`src/rtl/tdoa_pkg.sv`:
```
`timescale 1ns / 1ps
// ----------------------------------------------------------------------------
// tdoa_pkg: shared types and constants of the TDOA hyperbola locator
// Register map, result field widths, region codes and fixed-point constants.
// ----------------------------------------------------------------------------
package tdoa_pkg;

    localparam int POS_W    = 24;
    localparam int REGION_W = 3;
    localparam int PADDR_W  = 4;
    localparam int DPT_W    = 16;
    localparam int HD_W     = 20;
    localparam int TOL_RW   = 20;

    typedef logic [REGION_W-1:0] t_region;
    typedef logic [1:0]          t_cfg_idx;

    // register indexes (byte address / 4)
    localparam t_cfg_idx CFG_DPT = 2'd0;
    localparam t_cfg_idx CFG_HD  = 2'd1;
    localparam t_cfg_idx CFG_TOL = 2'd2;

    localparam logic [DPT_W-1:0]  DPT_RESET = 16'd22282;
    localparam logic [HD_W-1:0]   HD_RESET  = 20'd32583;
    localparam logic [TOL_RW-1:0] TOL_RESET = 20'd2560;

    localparam t_region REGION_NONE   = 3'd0;
    localparam t_region REGION_MIC1   = 3'd1;
    localparam t_region REGION_MIC2   = 3'd2;
    localparam t_region REGION_MIC3   = 3'd3;
    localparam t_region REGION_MIC4   = 3'd4;
    localparam t_region REGION_ORIGIN = 3'd5;

    // sqrt(2)/2 in Q0.16
    localparam logic [15:0] SQRT_HALF_Q16 = 16'd46341;
    // clamp of a half distance
    localparam logic [21:0] A_CLAMP = 22'h200000;
    // saturation of a squared coordinate
    localparam logic [62:0] SQ_SAT = 63'h4000000000000000;

endpackage

```
`src/rtl/tdoa_in_if.sv`:
```
`timescale 1ns / 1ps
// ----------------------------------------------------------------------------
// tdoa_in_if: request channel of the TDOA locator
// Carries the four arrival timestamps with a valid/ready handshake.
// ----------------------------------------------------------------------------
interface tdoa_in_if #(parameter int TICK_BITS = 16) ();
    logic                 valid;
    logic                 ready;
    logic [TICK_BITS-1:0] arrival_one;
    logic [TICK_BITS-1:0] arrival_two;
    logic [TICK_BITS-1:0] arrival_three;
    logic [TICK_BITS-1:0] arrival_four;

    modport source (output valid, arrival_one, arrival_two, arrival_three, arrival_four,
                    input ready);
    modport sink   (input valid, arrival_one, arrival_two, arrival_three, arrival_four,
                    output ready);
endinterface

```
`src/rtl/tdoa_out_if.sv`:
```
`timescale 1ns / 1ps
// ----------------------------------------------------------------------------
// tdoa_out_if: result channel of the TDOA locator
// Carries position, solution flag and region code with valid/ready.
// ----------------------------------------------------------------------------
interface tdoa_out_if import tdoa_pkg::*; ();
    logic                    valid;
    logic                    ready;
    logic signed [POS_W-1:0] pos_x;
    logic signed [POS_W-1:0] pos_y;
    logic                    solution_valid;
    t_region                 region_code;

    modport source (output valid, pos_x, pos_y, solution_valid, region_code, input ready);
    modport sink   (input valid, pos_x, pos_y, solution_valid, region_code, output ready);
endinterface

```
`src/rtl/tdoa_hyperbola_locator.sv`:
```
`timescale 1ns / 1ps
// ----------------------------------------------------------------------------
// tdoa_hyperbola_locator: four-microphone TDOA source locator
// Intersects the two diagonal hyperbolas with one shared shift-add
// multiplier, a restoring divider and a digit-by-digit square root.
// ----------------------------------------------------------------------------
//  channel  | port    | dir | contents
//  ---------+---------+-----+---------------------------------------------
//  request  | i_req   | in  | arrival_one .. arrival_four (TICK_BITS ticks)
//  result   | o_rsp   | out | pos_x, pos_y, solution_valid, region_code
//  config   | APB     | in  | distance_per_tick, half_diagonal, origin_tol
//
//  The time one request takes is set by the shift-add multiplier (one
//  multiplier bit a cycle), the two 128-step divisions and the two 32-step
//  square roots, and is shorter when the hyperbolas do not meet.
//  i_req.ready is high only while the sequencer is idle. A finished
//  result waits in the output register; the sequencer stalls before writing
//  a new one until the old one is taken. Reset (synchronous, active low)
//  restores the register defaults and clears the held position.
// ----------------------------------------------------------------------------
module tdoa_hyperbola_locator import tdoa_pkg::*; #(
    parameter int TICK_BITS = 16,
    parameter int FRAC_BITS = 8
) (
    input  logic               i_clk,
    input  logic               i_rst_n,
    tdoa_in_if.sink            i_req,
    tdoa_out_if.source         o_rsp,
    input  logic               psel,
    input  logic               penable,
    input  logic               pwrite,
    input  logic [PADDR_W-1:0] paddr,
    input  logic [31:0]        pwdata,
    output logic [31:0]        prdata,
    output logic               pready
);

    localparam int PW    = TICK_BITS + 16;        // |d| * distance_per_tick
    localparam int RND   = 16 - FRAC_BITS;        // rounding bit of the half distance
    localparam int TOL_W = TOL_RW + RND;          // scaled origin tolerance
    localparam int CW    = (PW > TOL_W) ? PW : TOL_W;
    localparam int ACC_W = 128;
    localparam int MC_W  = 80;
    localparam int ML_W  = 41;
    localparam int SW    = 45;                    // sums of squares

    typedef enum logic [3:0] {
        S_IDLE, S_LOAD, S_MUL, S_STORE, S_HALF, S_CHECK, S_DIV, S_SQRT, S_OUT
    } t_state;

    typedef enum logic [3:0] {
        J_P1, J_P2, J_A1, J_A2, J_C, J_DEN, J_TX, J_NX, J_TY, J_NY, J_RX, J_RY
    } t_job;

    t_state r_state;
    t_job   r_job;
    logic   r_pass;     // 0 while working on x, 1 on y

    // configuration
    logic [DPT_W-1:0]  r_dpt;
    logic [HD_W-1:0]   r_hd;
    logic [TOL_RW-1:0] r_tol;

    // request operands
    logic [TICK_BITS-1:0] r_t [4];
    logic [TICK_BITS-1:0] r_d1, r_d2;
    logic                 r_n1, r_n2;

    // intermediate results
    logic [PW-1:0] r_p1, r_p2;
    logic [21:0]   r_a1, r_a2;
    logic [43:0]   r_sq1, r_sq2;
    logic [39:0]   r_csq;
    logic [79:0]   r_den, r_tmp;
    logic [31:0]   r_dx, r_dy;
    logic          r_sol;
    t_region       r_region;

    // shift-add multiplier
    logic [ACC_W-1:0] r_acc, r_mcand;
    logic [ML_W-1:0]  r_mplier;

    // divider
    logic [ACC_W-1:0] r_num;
    logic [79:0]      r_rem;
    logic [63:0]      r_q;
    logic             r_ovf;
    logic [6:0]       r_cnt;

    // square root
    logic [62:0] r_sv, r_sres, r_sbit;

    // held and delivered position
    logic signed [POS_W-1:0] r_held_x, r_held_y;
    logic signed [POS_W-1:0] r_pos_x, r_pos_y;
    logic                    r_ovalid, r_osol;
    t_region                 r_oregion;

    logic                    n_cfg_wr;
    logic [TICK_BITS:0]      n_diff1, n_diff2;
    logic [MC_W-1:0]         n_mcand;
    logic [ML_W-1:0]         n_mplier;
    logic [PW:0]             n_araw1, n_araw2;
    logic [21:0]             n_a1, n_a2;
    logic [SW-1:0]           n_sum, n_cmab, n_ca2, n_ca1, n_cma_pb, n_cmb_pa;
    logic                    n_meet;
    logic [CW-1:0]           n_tol_sh;
    t_region                 n_region;
    logic [80:0]             n_rem_sh, n_rem_sub;
    logic                    n_dge;
    logic [63:0]             n_q;
    logic                    n_ovf;
    logic [62:0]             n_sqin, n_ssum, n_sres;
    logic                    n_sge;
    logic signed [33:0]      n_sdx, n_sdy, n_sx, n_sy, n_srot;
    logic [32:0]             n_mag_x, n_mag_y;
    logic [48:0]             n_rnd;
    logic signed [POS_W-1:0] n_rot;

    function automatic logic signed [POS_W-1:0] rot_sat(input logic neg,
                                                        input logic [32:0] p);
        logic [POS_W-1:0] m;
        begin
            m = (p > 33'(SQ_SAT[62:39])) ? POS_W'(SQ_SAT[62:39]) : p[POS_W-1:0];
            if (neg) begin
                rot_sat = -$signed(m);
            end else if (m[POS_W-1]) begin
                rot_sat = {1'b0, {(POS_W-1){1'b1}}};
            end else begin
                rot_sat = $signed(m);
            end
        end
    endfunction

    // ---------------- handshake and configuration port ----------------
    assign i_req.ready          = (r_state == S_IDLE);
    assign o_rsp.valid          = r_ovalid;
    assign o_rsp.pos_x          = r_pos_x;
    assign o_rsp.pos_y          = r_pos_y;
    assign o_rsp.solution_valid = r_osol;
    assign o_rsp.region_code    = r_oregion;

    assign pready   = 1'b1;
    assign n_cfg_wr = psel && penable && pwrite;

    always_comb begin
        unique case (paddr[3:2])
            CFG_DPT: prdata = {16'd0, r_dpt};
            CFG_HD:  prdata = {12'd0, r_hd};
            CFG_TOL: prdata = {12'd0, r_tol};
            default: prdata = '0;
        endcase
    end

    // ---------------- datapath helpers ----------------
    // signed tick differences of the diagonals, straight from the request
    assign n_diff1 = {1'b0, i_req.arrival_three} - {1'b0, i_req.arrival_one};
    assign n_diff2 = {1'b0, i_req.arrival_four} - {1'b0, i_req.arrival_two};

    // half distance: round, drop to Q.F and clamp
    assign n_araw1 = ({1'b0, r_p1} + ((PW + 1)'(1) << RND)) >> (RND + 1);
    assign n_araw2 = ({1'b0, r_p2} + ((PW + 1)'(1) << RND)) >> (RND + 1);
    assign n_a1    = (n_araw1 > (PW + 1)'(A_CLAMP)) ? A_CLAMP : n_araw1[21:0];
    assign n_a2    = (n_araw2 > (PW + 1)'(A_CLAMP)) ? A_CLAMP : n_araw2[21:0];

    // B1 B2 - A1 A2 = C (C - A1 - A2): the hyperbolas meet iff A1 + A2 < C
    assign n_sum    = SW'(r_sq1) + SW'(r_sq2);
    assign n_meet   = n_sum < SW'(r_csq);
    assign n_cmab   = SW'(r_csq) - n_sum;
    assign n_ca2    = SW'(r_csq) - SW'(r_sq2);
    assign n_ca1    = SW'(r_csq) - SW'(r_sq1);
    assign n_cma_pb = SW'(r_csq) - SW'(r_sq1) + SW'(r_sq2);
    assign n_cmb_pa = SW'(r_csq) - SW'(r_sq2) + SW'(r_sq1);

    // signed coordinates before the 45 degree turn; zero counts as positive
    assign n_sdx   = r_n1 ? -$signed({2'b00, r_dx}) : $signed({2'b00, r_dx});
    assign n_sdy   = r_n2 ? -$signed({2'b00, r_dy}) : $signed({2'b00, r_dy});
    assign n_sx    = n_sdx - n_sdy;
    assign n_sy    = n_sdx + n_sdy;
    assign n_mag_x = n_sx[33] ? 33'(-n_sx) : n_sx[32:0];
    assign n_mag_y = n_sy[33] ? 33'(-n_sy) : n_sy[32:0];

    // multiplier operand selection per job
    always_comb begin
        unique case (r_job)
            J_P1:    begin n_mcand = MC_W'(r_d1);    n_mplier = ML_W'(r_dpt);         end
            J_P2:    begin n_mcand = MC_W'(r_d2);    n_mplier = ML_W'(r_dpt);         end
            J_A1:    begin n_mcand = MC_W'(r_a1);    n_mplier = ML_W'(r_a1);          end
            J_A2:    begin n_mcand = MC_W'(r_a2);    n_mplier = ML_W'(r_a2);          end
            J_C:     begin n_mcand = MC_W'(r_hd);    n_mplier = ML_W'(r_hd);          end
            J_DEN:   begin n_mcand = MC_W'(r_csq);   n_mplier = n_cmab[ML_W-1:0];     end
            J_TX:    begin n_mcand = MC_W'(r_sq1);   n_mplier = n_ca2[ML_W-1:0];      end
            J_NX:    begin n_mcand = r_tmp;          n_mplier = n_cma_pb[ML_W-1:0];   end
            J_TY:    begin n_mcand = MC_W'(r_sq2);   n_mplier = n_ca1[ML_W-1:0];      end
            J_NY:    begin n_mcand = r_tmp;          n_mplier = n_cmb_pa[ML_W-1:0];   end
            J_RX:    begin n_mcand = MC_W'(n_mag_x); n_mplier = ML_W'(SQRT_HALF_Q16); end
            J_RY:    begin n_mcand = MC_W'(n_mag_y); n_mplier = ML_W'(SQRT_HALF_Q16); end
            default: begin n_mcand = '0;             n_mplier = '0;                   end
        endcase
    end

    // rotation result: round half away from zero, saturate
    assign n_srot = (r_job == J_RX) ? n_sx : n_sy;
    assign n_rnd  = r_acc[48:0] + 49'd32768;
    assign n_rot  = rot_sat(n_srot[33], n_rnd[48:16]);

    // region: strictly first microphone, else near origin
    assign n_tol_sh = CW'(r_tol) << RND;
    always_comb begin
        n_region = REGION_NONE;
        if (r_dpt != '0) begin
            if (r_t[0] < r_t[1] && r_t[0] < r_t[2] && r_t[0] < r_t[3]) begin
                n_region = REGION_MIC1;
            end else if (r_t[1] < r_t[0] && r_t[1] < r_t[2] && r_t[1] < r_t[3]) begin
                n_region = REGION_MIC2;
            end else if (r_t[2] < r_t[0] && r_t[2] < r_t[1] && r_t[2] < r_t[3]) begin
                n_region = REGION_MIC3;
            end else if (r_t[3] < r_t[0] && r_t[3] < r_t[1] && r_t[3] < r_t[2]) begin
                n_region = REGION_MIC4;
            end
        end
        if (n_region == REGION_NONE && CW'(r_p1) <= n_tol_sh && CW'(r_p2) <= n_tol_sh) begin
            n_region = REGION_ORIGIN;
        end
    end

    // restoring division step: one quotient bit a cycle
    assign n_rem_sh  = {r_rem, r_num[ACC_W-1]};
    assign n_dge     = n_rem_sh >= {1'b0, r_den};
    assign n_rem_sub = n_rem_sh - {1'b0, r_den};
    assign n_q       = {r_q[62:0], n_dge};
    assign n_ovf     = r_ovf | r_q[63];
    assign n_sqin    = (n_ovf || n_q > 64'(SQ_SAT)) ? SQ_SAT : n_q[62:0];

    // square root step: one result bit a cycle
    assign n_ssum = r_sres + r_sbit;
    assign n_sge  = r_sv >= n_ssum;
    assign n_sres = n_sge ? ((r_sres >> 1) + r_sbit) : (r_sres >> 1);

    // ---------------- sequencer ----------------
    always_ff @(posedge i_clk) begin
        if (!i_rst_n) begin
            r_state   <= S_IDLE;
            r_job     <= J_P1;
            r_pass    <= 1'b0;
            r_dpt     <= DPT_RESET;
            r_hd      <= HD_RESET;
            r_tol     <= TOL_RESET;
            r_held_x  <= '0;
            r_held_y  <= '0;
            r_ovalid  <= 1'b0;
            r_pos_x   <= '0;
            r_pos_y   <= '0;
            r_osol    <= 1'b0;
            r_oregion <= REGION_NONE;
        end else begin
            if (n_cfg_wr) begin
                unique case (paddr[3:2])
                    CFG_DPT: r_dpt <= pwdata[DPT_W-1:0];
                    CFG_HD:  r_hd  <= pwdata[HD_W-1:0];
                    CFG_TOL: r_tol <= pwdata[TOL_RW-1:0];
                    default: ;
                endcase
            end

            // drop the result once taken, unless a new one replaces it now
            if (r_ovalid && o_rsp.ready && r_state != S_OUT) begin
                r_ovalid <= 1'b0;
            end

            unique case (r_state)
                S_IDLE: begin
                    if (i_req.valid) begin
                        r_t[0] <= i_req.arrival_one;
                        r_t[1] <= i_req.arrival_two;
                        r_t[2] <= i_req.arrival_three;
                        r_t[3] <= i_req.arrival_four;
                        r_n1   <= n_diff1[TICK_BITS];
                        r_n2   <= n_diff2[TICK_BITS];
                        r_d1   <= n_diff1[TICK_BITS] ? TICK_BITS'(-n_diff1)
                                                     : n_diff1[TICK_BITS-1:0];
                        r_d2   <= n_diff2[TICK_BITS] ? TICK_BITS'(-n_diff2)
                                                     : n_diff2[TICK_BITS-1:0];
                        r_pass <= 1'b0;
                        r_job  <= J_P1;
                        r_state <= S_LOAD;
                    end
                end
                S_LOAD: begin
                    r_acc    <= '0;
                    r_mcand  <= ACC_W'(n_mcand);
                    r_mplier <= n_mplier;
                    r_state  <= S_MUL;
                end
                S_MUL: begin
                    if (r_mplier == '0) begin
                        r_state <= S_STORE;
                    end else begin
                        if (r_mplier[0]) begin
                            r_acc <= r_acc + r_mcand;
                        end
                        r_mcand  <= r_mcand << 1;
                        r_mplier <= r_mplier >> 1;
                    end
                end
                S_STORE: begin
                    unique case (r_job)
                        J_P1: begin
                            r_p1 <= r_acc[PW-1:0]; r_job <= J_P2; r_state <= S_LOAD;
                        end
                        J_P2: begin r_p2 <= r_acc[PW-1:0]; r_state <= S_HALF; end
                        J_A1: begin
                            r_sq1 <= r_acc[43:0]; r_job <= J_A2; r_state <= S_LOAD;
                        end
                        J_A2: begin
                            r_sq2 <= r_acc[43:0]; r_job <= J_C; r_state <= S_LOAD;
                        end
                        J_C:  begin r_csq <= r_acc[39:0]; r_state <= S_CHECK; end
                        J_DEN: begin
                            r_den <= r_acc[79:0]; r_job <= J_TX; r_state <= S_LOAD;
                        end
                        J_TX: begin
                            r_tmp <= r_acc[79:0]; r_job <= J_NX; r_state <= S_LOAD;
                        end
                        J_TY: begin
                            r_tmp <= r_acc[79:0]; r_job <= J_NY; r_state <= S_LOAD;
                        end
                        J_NX, J_NY: begin
                            r_num   <= r_acc;
                            r_rem   <= '0;
                            r_q     <= '0;
                            r_ovf   <= 1'b0;
                            r_cnt   <= '0;
                            r_state <= S_DIV;
                        end
                        J_RX: begin
                            r_held_x <= n_rot; r_job <= J_RY; r_state <= S_LOAD;
                        end
                        J_RY: begin r_held_y <= n_rot; r_state <= S_OUT; end
                        default: r_state <= S_IDLE;
                    endcase
                end
                S_HALF: begin
                    r_a1    <= n_a1;
                    r_a2    <= n_a2;
                    r_job   <= J_A1;
                    r_state <= S_LOAD;
                end
                S_CHECK: begin
                    r_region <= n_region;
                    r_sol    <= n_meet;
                    if (n_meet) begin
                        r_job   <= J_DEN;
                        r_state <= S_LOAD;
                    end else begin
                        r_state <= S_OUT;
                    end
                end
                S_DIV: begin
                    r_rem <= n_dge ? n_rem_sub[79:0] : n_rem_sh[79:0];
                    r_num <= r_num << 1;
                    r_q   <= n_q;
                    r_ovf <= n_ovf;
                    r_cnt <= r_cnt + 7'd1;
                    if (r_cnt == 7'd127) begin
                        r_sv    <= n_sqin;
                        r_sres  <= '0;
                        r_sbit  <= SQ_SAT;
                        r_state <= S_SQRT;
                    end
                end
                S_SQRT: begin
                    if (n_sge) begin
                        r_sv <= r_sv - n_ssum;
                    end
                    r_sres <= n_sres;
                    r_sbit <= r_sbit >> 2;
                    if (r_sbit[0]) begin
                        r_state <= S_LOAD;
                        if (!r_pass) begin
                            r_dx   <= n_sres[31:0];
                            r_pass <= 1'b1;
                            r_job  <= J_TY;
                        end else begin
                            r_dy  <= n_sres[31:0];
                            r_job <= J_RX;
                        end
                    end
                end
                S_OUT: begin
                    // hold until the previous result has left
                    if (!r_ovalid || o_rsp.ready) begin
                        r_pos_x   <= r_held_x;
                        r_pos_y   <= r_held_y;
                        r_osol    <= r_sol;
                        r_oregion <= r_region;
                        r_ovalid  <= 1'b1;
                        r_state   <= S_IDLE;
                    end
                end
                default: r_state <= S_IDLE;
            endcase
        end
    end

endmodule

```
`src/flat_wrapper.sv`:
```
// flat-port wrapper written by rule: the top's interface ports become plain ports
module tdoa_hyperbola_locator_flat import tdoa_pkg::*;
#(
    parameter int TICK_BITS = 16,
    parameter int FRAC_BITS = 8
)
  (i_clk, i_rst_n, psel, penable, pwrite, paddr, pwdata, prdata, pready, i_req_valid, i_req_arrival_one, i_req_arrival_two, i_req_arrival_three, i_req_arrival_four, i_req_ready, o_rsp_valid, o_rsp_pos_x, o_rsp_pos_y, o_rsp_solution_valid, o_rsp_region_code, o_rsp_ready);
  tdoa_in_if #(.TICK_BITS(TICK_BITS)) i_req_i ();
  tdoa_out_if o_rsp_i ();
  input  logic i_clk;
  input  logic i_rst_n;
  input  logic psel;
  input  logic penable;
  input  logic pwrite;
  input  logic [PADDR_W-1:0] paddr;
  input  logic [31:0] pwdata;
  output logic [31:0] prdata;
  output logic pready;
  input wire logic [$bits(i_req_i.valid)-1:0] i_req_valid;
  input wire logic [$bits(i_req_i.arrival_one)-1:0] i_req_arrival_one;
  input wire logic [$bits(i_req_i.arrival_two)-1:0] i_req_arrival_two;
  input wire logic [$bits(i_req_i.arrival_three)-1:0] i_req_arrival_three;
  input wire logic [$bits(i_req_i.arrival_four)-1:0] i_req_arrival_four;
  output wire logic [$bits(i_req_i.ready)-1:0] i_req_ready;
  output wire logic [$bits(o_rsp_i.valid)-1:0] o_rsp_valid;
  output wire logic [$bits(o_rsp_i.pos_x)-1:0] o_rsp_pos_x;
  output wire logic [$bits(o_rsp_i.pos_y)-1:0] o_rsp_pos_y;
  output wire logic [$bits(o_rsp_i.solution_valid)-1:0] o_rsp_solution_valid;
  output wire logic [$bits(o_rsp_i.region_code)-1:0] o_rsp_region_code;
  input wire logic [$bits(o_rsp_i.ready)-1:0] o_rsp_ready;
  assign i_req_i.valid = i_req_valid;
  assign i_req_i.arrival_one = i_req_arrival_one;
  assign i_req_i.arrival_two = i_req_arrival_two;
  assign i_req_i.arrival_three = i_req_arrival_three;
  assign i_req_i.arrival_four = i_req_arrival_four;
  assign i_req_ready = i_req_i.ready;
  assign o_rsp_valid = o_rsp_i.valid;
  assign o_rsp_pos_x = o_rsp_i.pos_x;
  assign o_rsp_pos_y = o_rsp_i.pos_y;
  assign o_rsp_solution_valid = o_rsp_i.solution_valid;
  assign o_rsp_region_code = o_rsp_i.region_code;
  assign o_rsp_i.ready = o_rsp_ready;
  tdoa_hyperbola_locator #(.TICK_BITS(TICK_BITS), .FRAC_BITS(FRAC_BITS)) u_core (.i_clk(i_clk), .i_rst_n(i_rst_n), .i_req(i_req_i), .o_rsp(o_rsp_i), .psel(psel), .penable(penable), .pwrite(pwrite), .paddr(paddr), .pwdata(pwdata), .prdata(prdata), .pready(pready));
endmodule
```
`config.mk`:
```
export PLATFORM = sky130hd
export DESIGN_NAME = tdoa_hyperbola_locator_flat
export DESIGN_NICKNAME = d
export VERILOG_FILES = /design/src/rtl/tdoa_pkg.sv /design/src/rtl/tdoa_in_if.sv /design/src/rtl/tdoa_out_if.sv /design/src/rtl/tdoa_hyperbola_locator.sv /design/src/flat_wrapper.sv
export SDC_FILE = /design/constraint.sdc
export NUM_CORES = 2
export LEC_CHECK = 0
export BUFFER_PORTS_ARGS = -buffer_cell sky130_fd_sc_hd__buf_4
export CORE_MARGIN = 2
export CORE_UTILIZATION = 45
export DETAILED_ROUTE_END_ITERATION = 8
export GPL_TIMING_DRIVEN = 0
export PLACE_DENSITY = 0.57
export SYNTH_ARGS = -nofsm -noshare
export SYNTH_HDL_FRONTEND = slang
export SYNTH_SLANG_ARGS = --single-unit
```
`constraint.sdc`:
```
create_clock -name i_clk -period 90.3 [get_ports i_clk]
set_input_delay 9.03 -clock i_clk [delete_from_list [all_inputs] [get_ports i_clk]]
set_output_delay 9.03 -clock i_clk [all_outputs]
set_load 0.05 [all_outputs]
```
==> results.md <==
* Status: complete, but fails checks
* Failing checks: max-capacitance violations, max-slew violations
* Cell Rows at around 180
* Post-synth EDFFs at 1297
* Routed len/inst at around 26 µm
* P&R area growth vs syn at 11.80%
* First-pass GRT wire length at 586900 µm
* R2R depth at 28
* H-tree depth at 4
* CTS tree: built
* Share of the synthesized area in the top cell type at 36.96%
* Share of cells above drive strength 1 at 5.661%
* Port Buffer Count at 165
* Vias at 93.55k
* Number of global-route vias before repair at 88.51k
* Peak supply drop at ~0.016 mV
* Worst hold stages at 2
* Synth cell types at 92
* Initial Utilization at between 40% and 50%
* Clk_lat worst skew at 870 ps
* Die area at approximately 0.24 mm²
* Remaining Overflow, GRT at 0
* HPWL after detailed placement at 319100 µm
* Cell area after layout at 0.1178 mm²
* Final Hold Violating Endpoints at 0
* Post-Syn Area per Cell at between 9 and 10 µm²
* Data arrival, critical path at approximately 11000 ps
* Fin nets at 13.06k
* Clk pin slew, worst setup/hold paths at 60 ps
* Slew HR at -3.121%
* Antenna violations before repair at 31
* R2R Path Start: u_core.r_sbit[0]
* Largest net degree at the start of global routing at 59
* DRT iter0 DRCs at 9947
* Period utilization at between 20% and 30%
* CTS Buf Count at 172
* Hold Buf Count CTS at 0
* Unrepaired setup endpoints after global routing: false
* Postcts setup bufs at 0
* Fin util at approximately 51%
* Setup violators final at 0
* Fill count at between 20k and 25k
* CP startpoint: paddr[2]
* Post-route minimum period at 19960 ps
* Routed Antenna Nets at 0
* Core box area at 0.2328 mm²
* Total power at 2574 µW
* Gr usage total at 32.93%
* CP startpoint kind: primary input
* DRC viols at 0
* Max Cap Viol at 2
* Die Wd at 487.9 µm
* PostCTS Resize Cnt at 0
* Post-DR vias/cell at 6.088
* Setup_tns at 0 ps
* Register cell area after layout at 0.04227 mm²
* Sequential area share after synthesis at 40.12%
* Leak at 0.04606 µW
* Critical path required time at 81270 ps
* Highest Clock Rate at 50.10 MHz
* Routability congestion estimate at 1.006
* Max Clock Skew at around 55 ps
* # clock sinks at 1463
* Flops & latches, synth at 1463
* Post-synth ARST share at 0%
* Pre-Repair DR Iteration Count at 6
* Root buffer cell: clkbuf_16
* Post-synth top flop: edfxtp_1
* Leading area contributor after synthesis: edfxtp_1
* WS Path Type: in2out
* Worst setup EP type: output pin
* Max Slew Vio Count at 16
* Routed WL at roughly 400000 µm
* Worst hold path type: reg2reg
* Worst Tran Pin Value at 1547 ps
* Synth area leaders: edfxtp_1 37%, ha_1 10%, nand2_1 5.4%
* R2r setup slk at 81550 ps
* Clock tree buffer depth at 3
* Power Density at 21.85 mW/mm²
* Hold Startpoint: u_core.o_rsp.pos_y[2]
* Ys Warns at 0
* Placed inst area at between 0.1 and 0.15 mm²
* Worst Path Max Fanout at 10
* Ports at slightly below 200
* Syn Inst Count at roughly 12k
* Post-Syn Area at between 0.1 and 0.15 mm²
* Die Ht at 487.9 µm
* Area of the multi-input gates at around 0.06 mm²
-- registers in the layout (all words and copies together), names as in the netlist, 40 cells and up --
name and cells:
u_core.r_sv 63, u_core.r_q 64, u_core.r_rem 80, u_core.r_sq2 44, u_core.r_sq1 44, u_core.r_t 64, u_core.r_num 128, u_core.r_csq 40
u_core.r_tmp 80, u_core.r_mplier 41, u_core.r_mcand 128, u_core.r_acc 128, u_core.r_sres 63, u_core.r_den 80
-- path summary, 6_finish.rpt --
path                                 to
hold reg to reg   u_core.o_rsp.pos_y[2]
hold / removal    u_core.o_rsp.pos_y[2]
setup reg to reg      u_core.r_sres[58]
setup / recovery              prdata[1]
-- metal layers --
metal	up-vias	track usage [%]	wire length (µm)
met1	45724	46.75	180700
li1	43449	-	-
met2	3740	50.63	175400
met3	628	5.611	32610
met5	-	0	74
met4	12	11.07	14860
-- final cells by class --
| type | count | area share (%) |
|---|---|---|
| diodes | 11 | 0.02337 |
| plain buffers | 523 | 1.723 |
| clock buffers | 201 | 3.808 |
| clock inverters | 115 | 1.186 |
| inverters | 635 | 2.023 |
| multi-input cells | 9032 | 49.98 |
| flip-flops and latches | 1463 | 35.88 |
| well taps | 3132 | 3.327 |
| repair buffers | 254 | 2.046 |
-- per-stage QoR --
step / std cells / setup WS [ps] / hold slack, ps
finish: 15366 / 70340 / 459.6
global route: 15359 / 70180 / 489.9
CTS: 15352 / 70350 / 461.4
detailed placement: 15036 / 70340 / 450.9
global placement: 14950 / 33310 / 455.4
floorplan: 11653 / 50070 / 428.8
-- cell families after synthesis --
kind of cell	count (synthesis)	share of synthesized area, %
multiplexers	54	0.5320
AND/OR/NAND/NOR	3854	17.05
AO/OA/AOI/OAI	3361	20.33
other	2	0.007127
XOR/XNOR	874	7.283
adder cells (fa/ha/maj)	876	10.49
flip-flops	1463	40.12
buffers and inverters	1158	4.187
-- synthesized netlist by cell type (137+ instances only) --
| library cell | n |
|---|---|
| dfxtp_1 | 166 |
| inv_1 | 631 |
| xnor2_1 | 566 |
| o21ai_0 | 720 |
| nand2_1 | 1528 |
| edfxtp_1 | 1297 |
| nand4_1 | 219 |
| nand3_1 | 245 |
| xor2_1 | 307 |
| and2_1 | 179 |
| a21oi_1 | 1015 |
| nor3_1 | 174 |
| and3_1 | 137 |
| clkbuf_1 | 489 |
| a21o_1 | 367 |
| ha_1 | 863 |
| nor2_1 | 816 |
| o21bai_1 | 145 |
-- power by group --
group | leakage [µW] | internal [µW] | switching, µW
Combinational | 0.0300 | 304 | 606
Sequential | 0.0133 | 835 | 92.2
Clock | 0.00283 | 418 | 318
-- layout by cell type (no fill, tap or decap), drive strengths merged, types with 41 or more instances in the layout --
cell type	count
nand4	219
buf	288
a31oi	128
ha	863
nand3	245
or2	46
a221oi	95
xnor2	566
nor3	174
dfxtp	166
nand2b	119
clkbuf	690
a21oi	1015
or3	58
and2	182
nor2	817
nand2	1528
a211oi	92
o22ai	41
inv	642
o21ai	747
nor4	92
and3	137
a22o	78
o31ai	87
o21a	108
xor2	308
o211ai	55
a21o	367
a22oi	49
nor2b	123
o21bai	145
edfxtp	1297
clkinv	76
-- critical path: stages --
cell,delay (ps)
buf_4,100
buf_1,480
buf_1,630
mux2i_1,350
o21ai_0,120
buf_4,210
No activity file was read; power rests on OpenSTA's default activity.
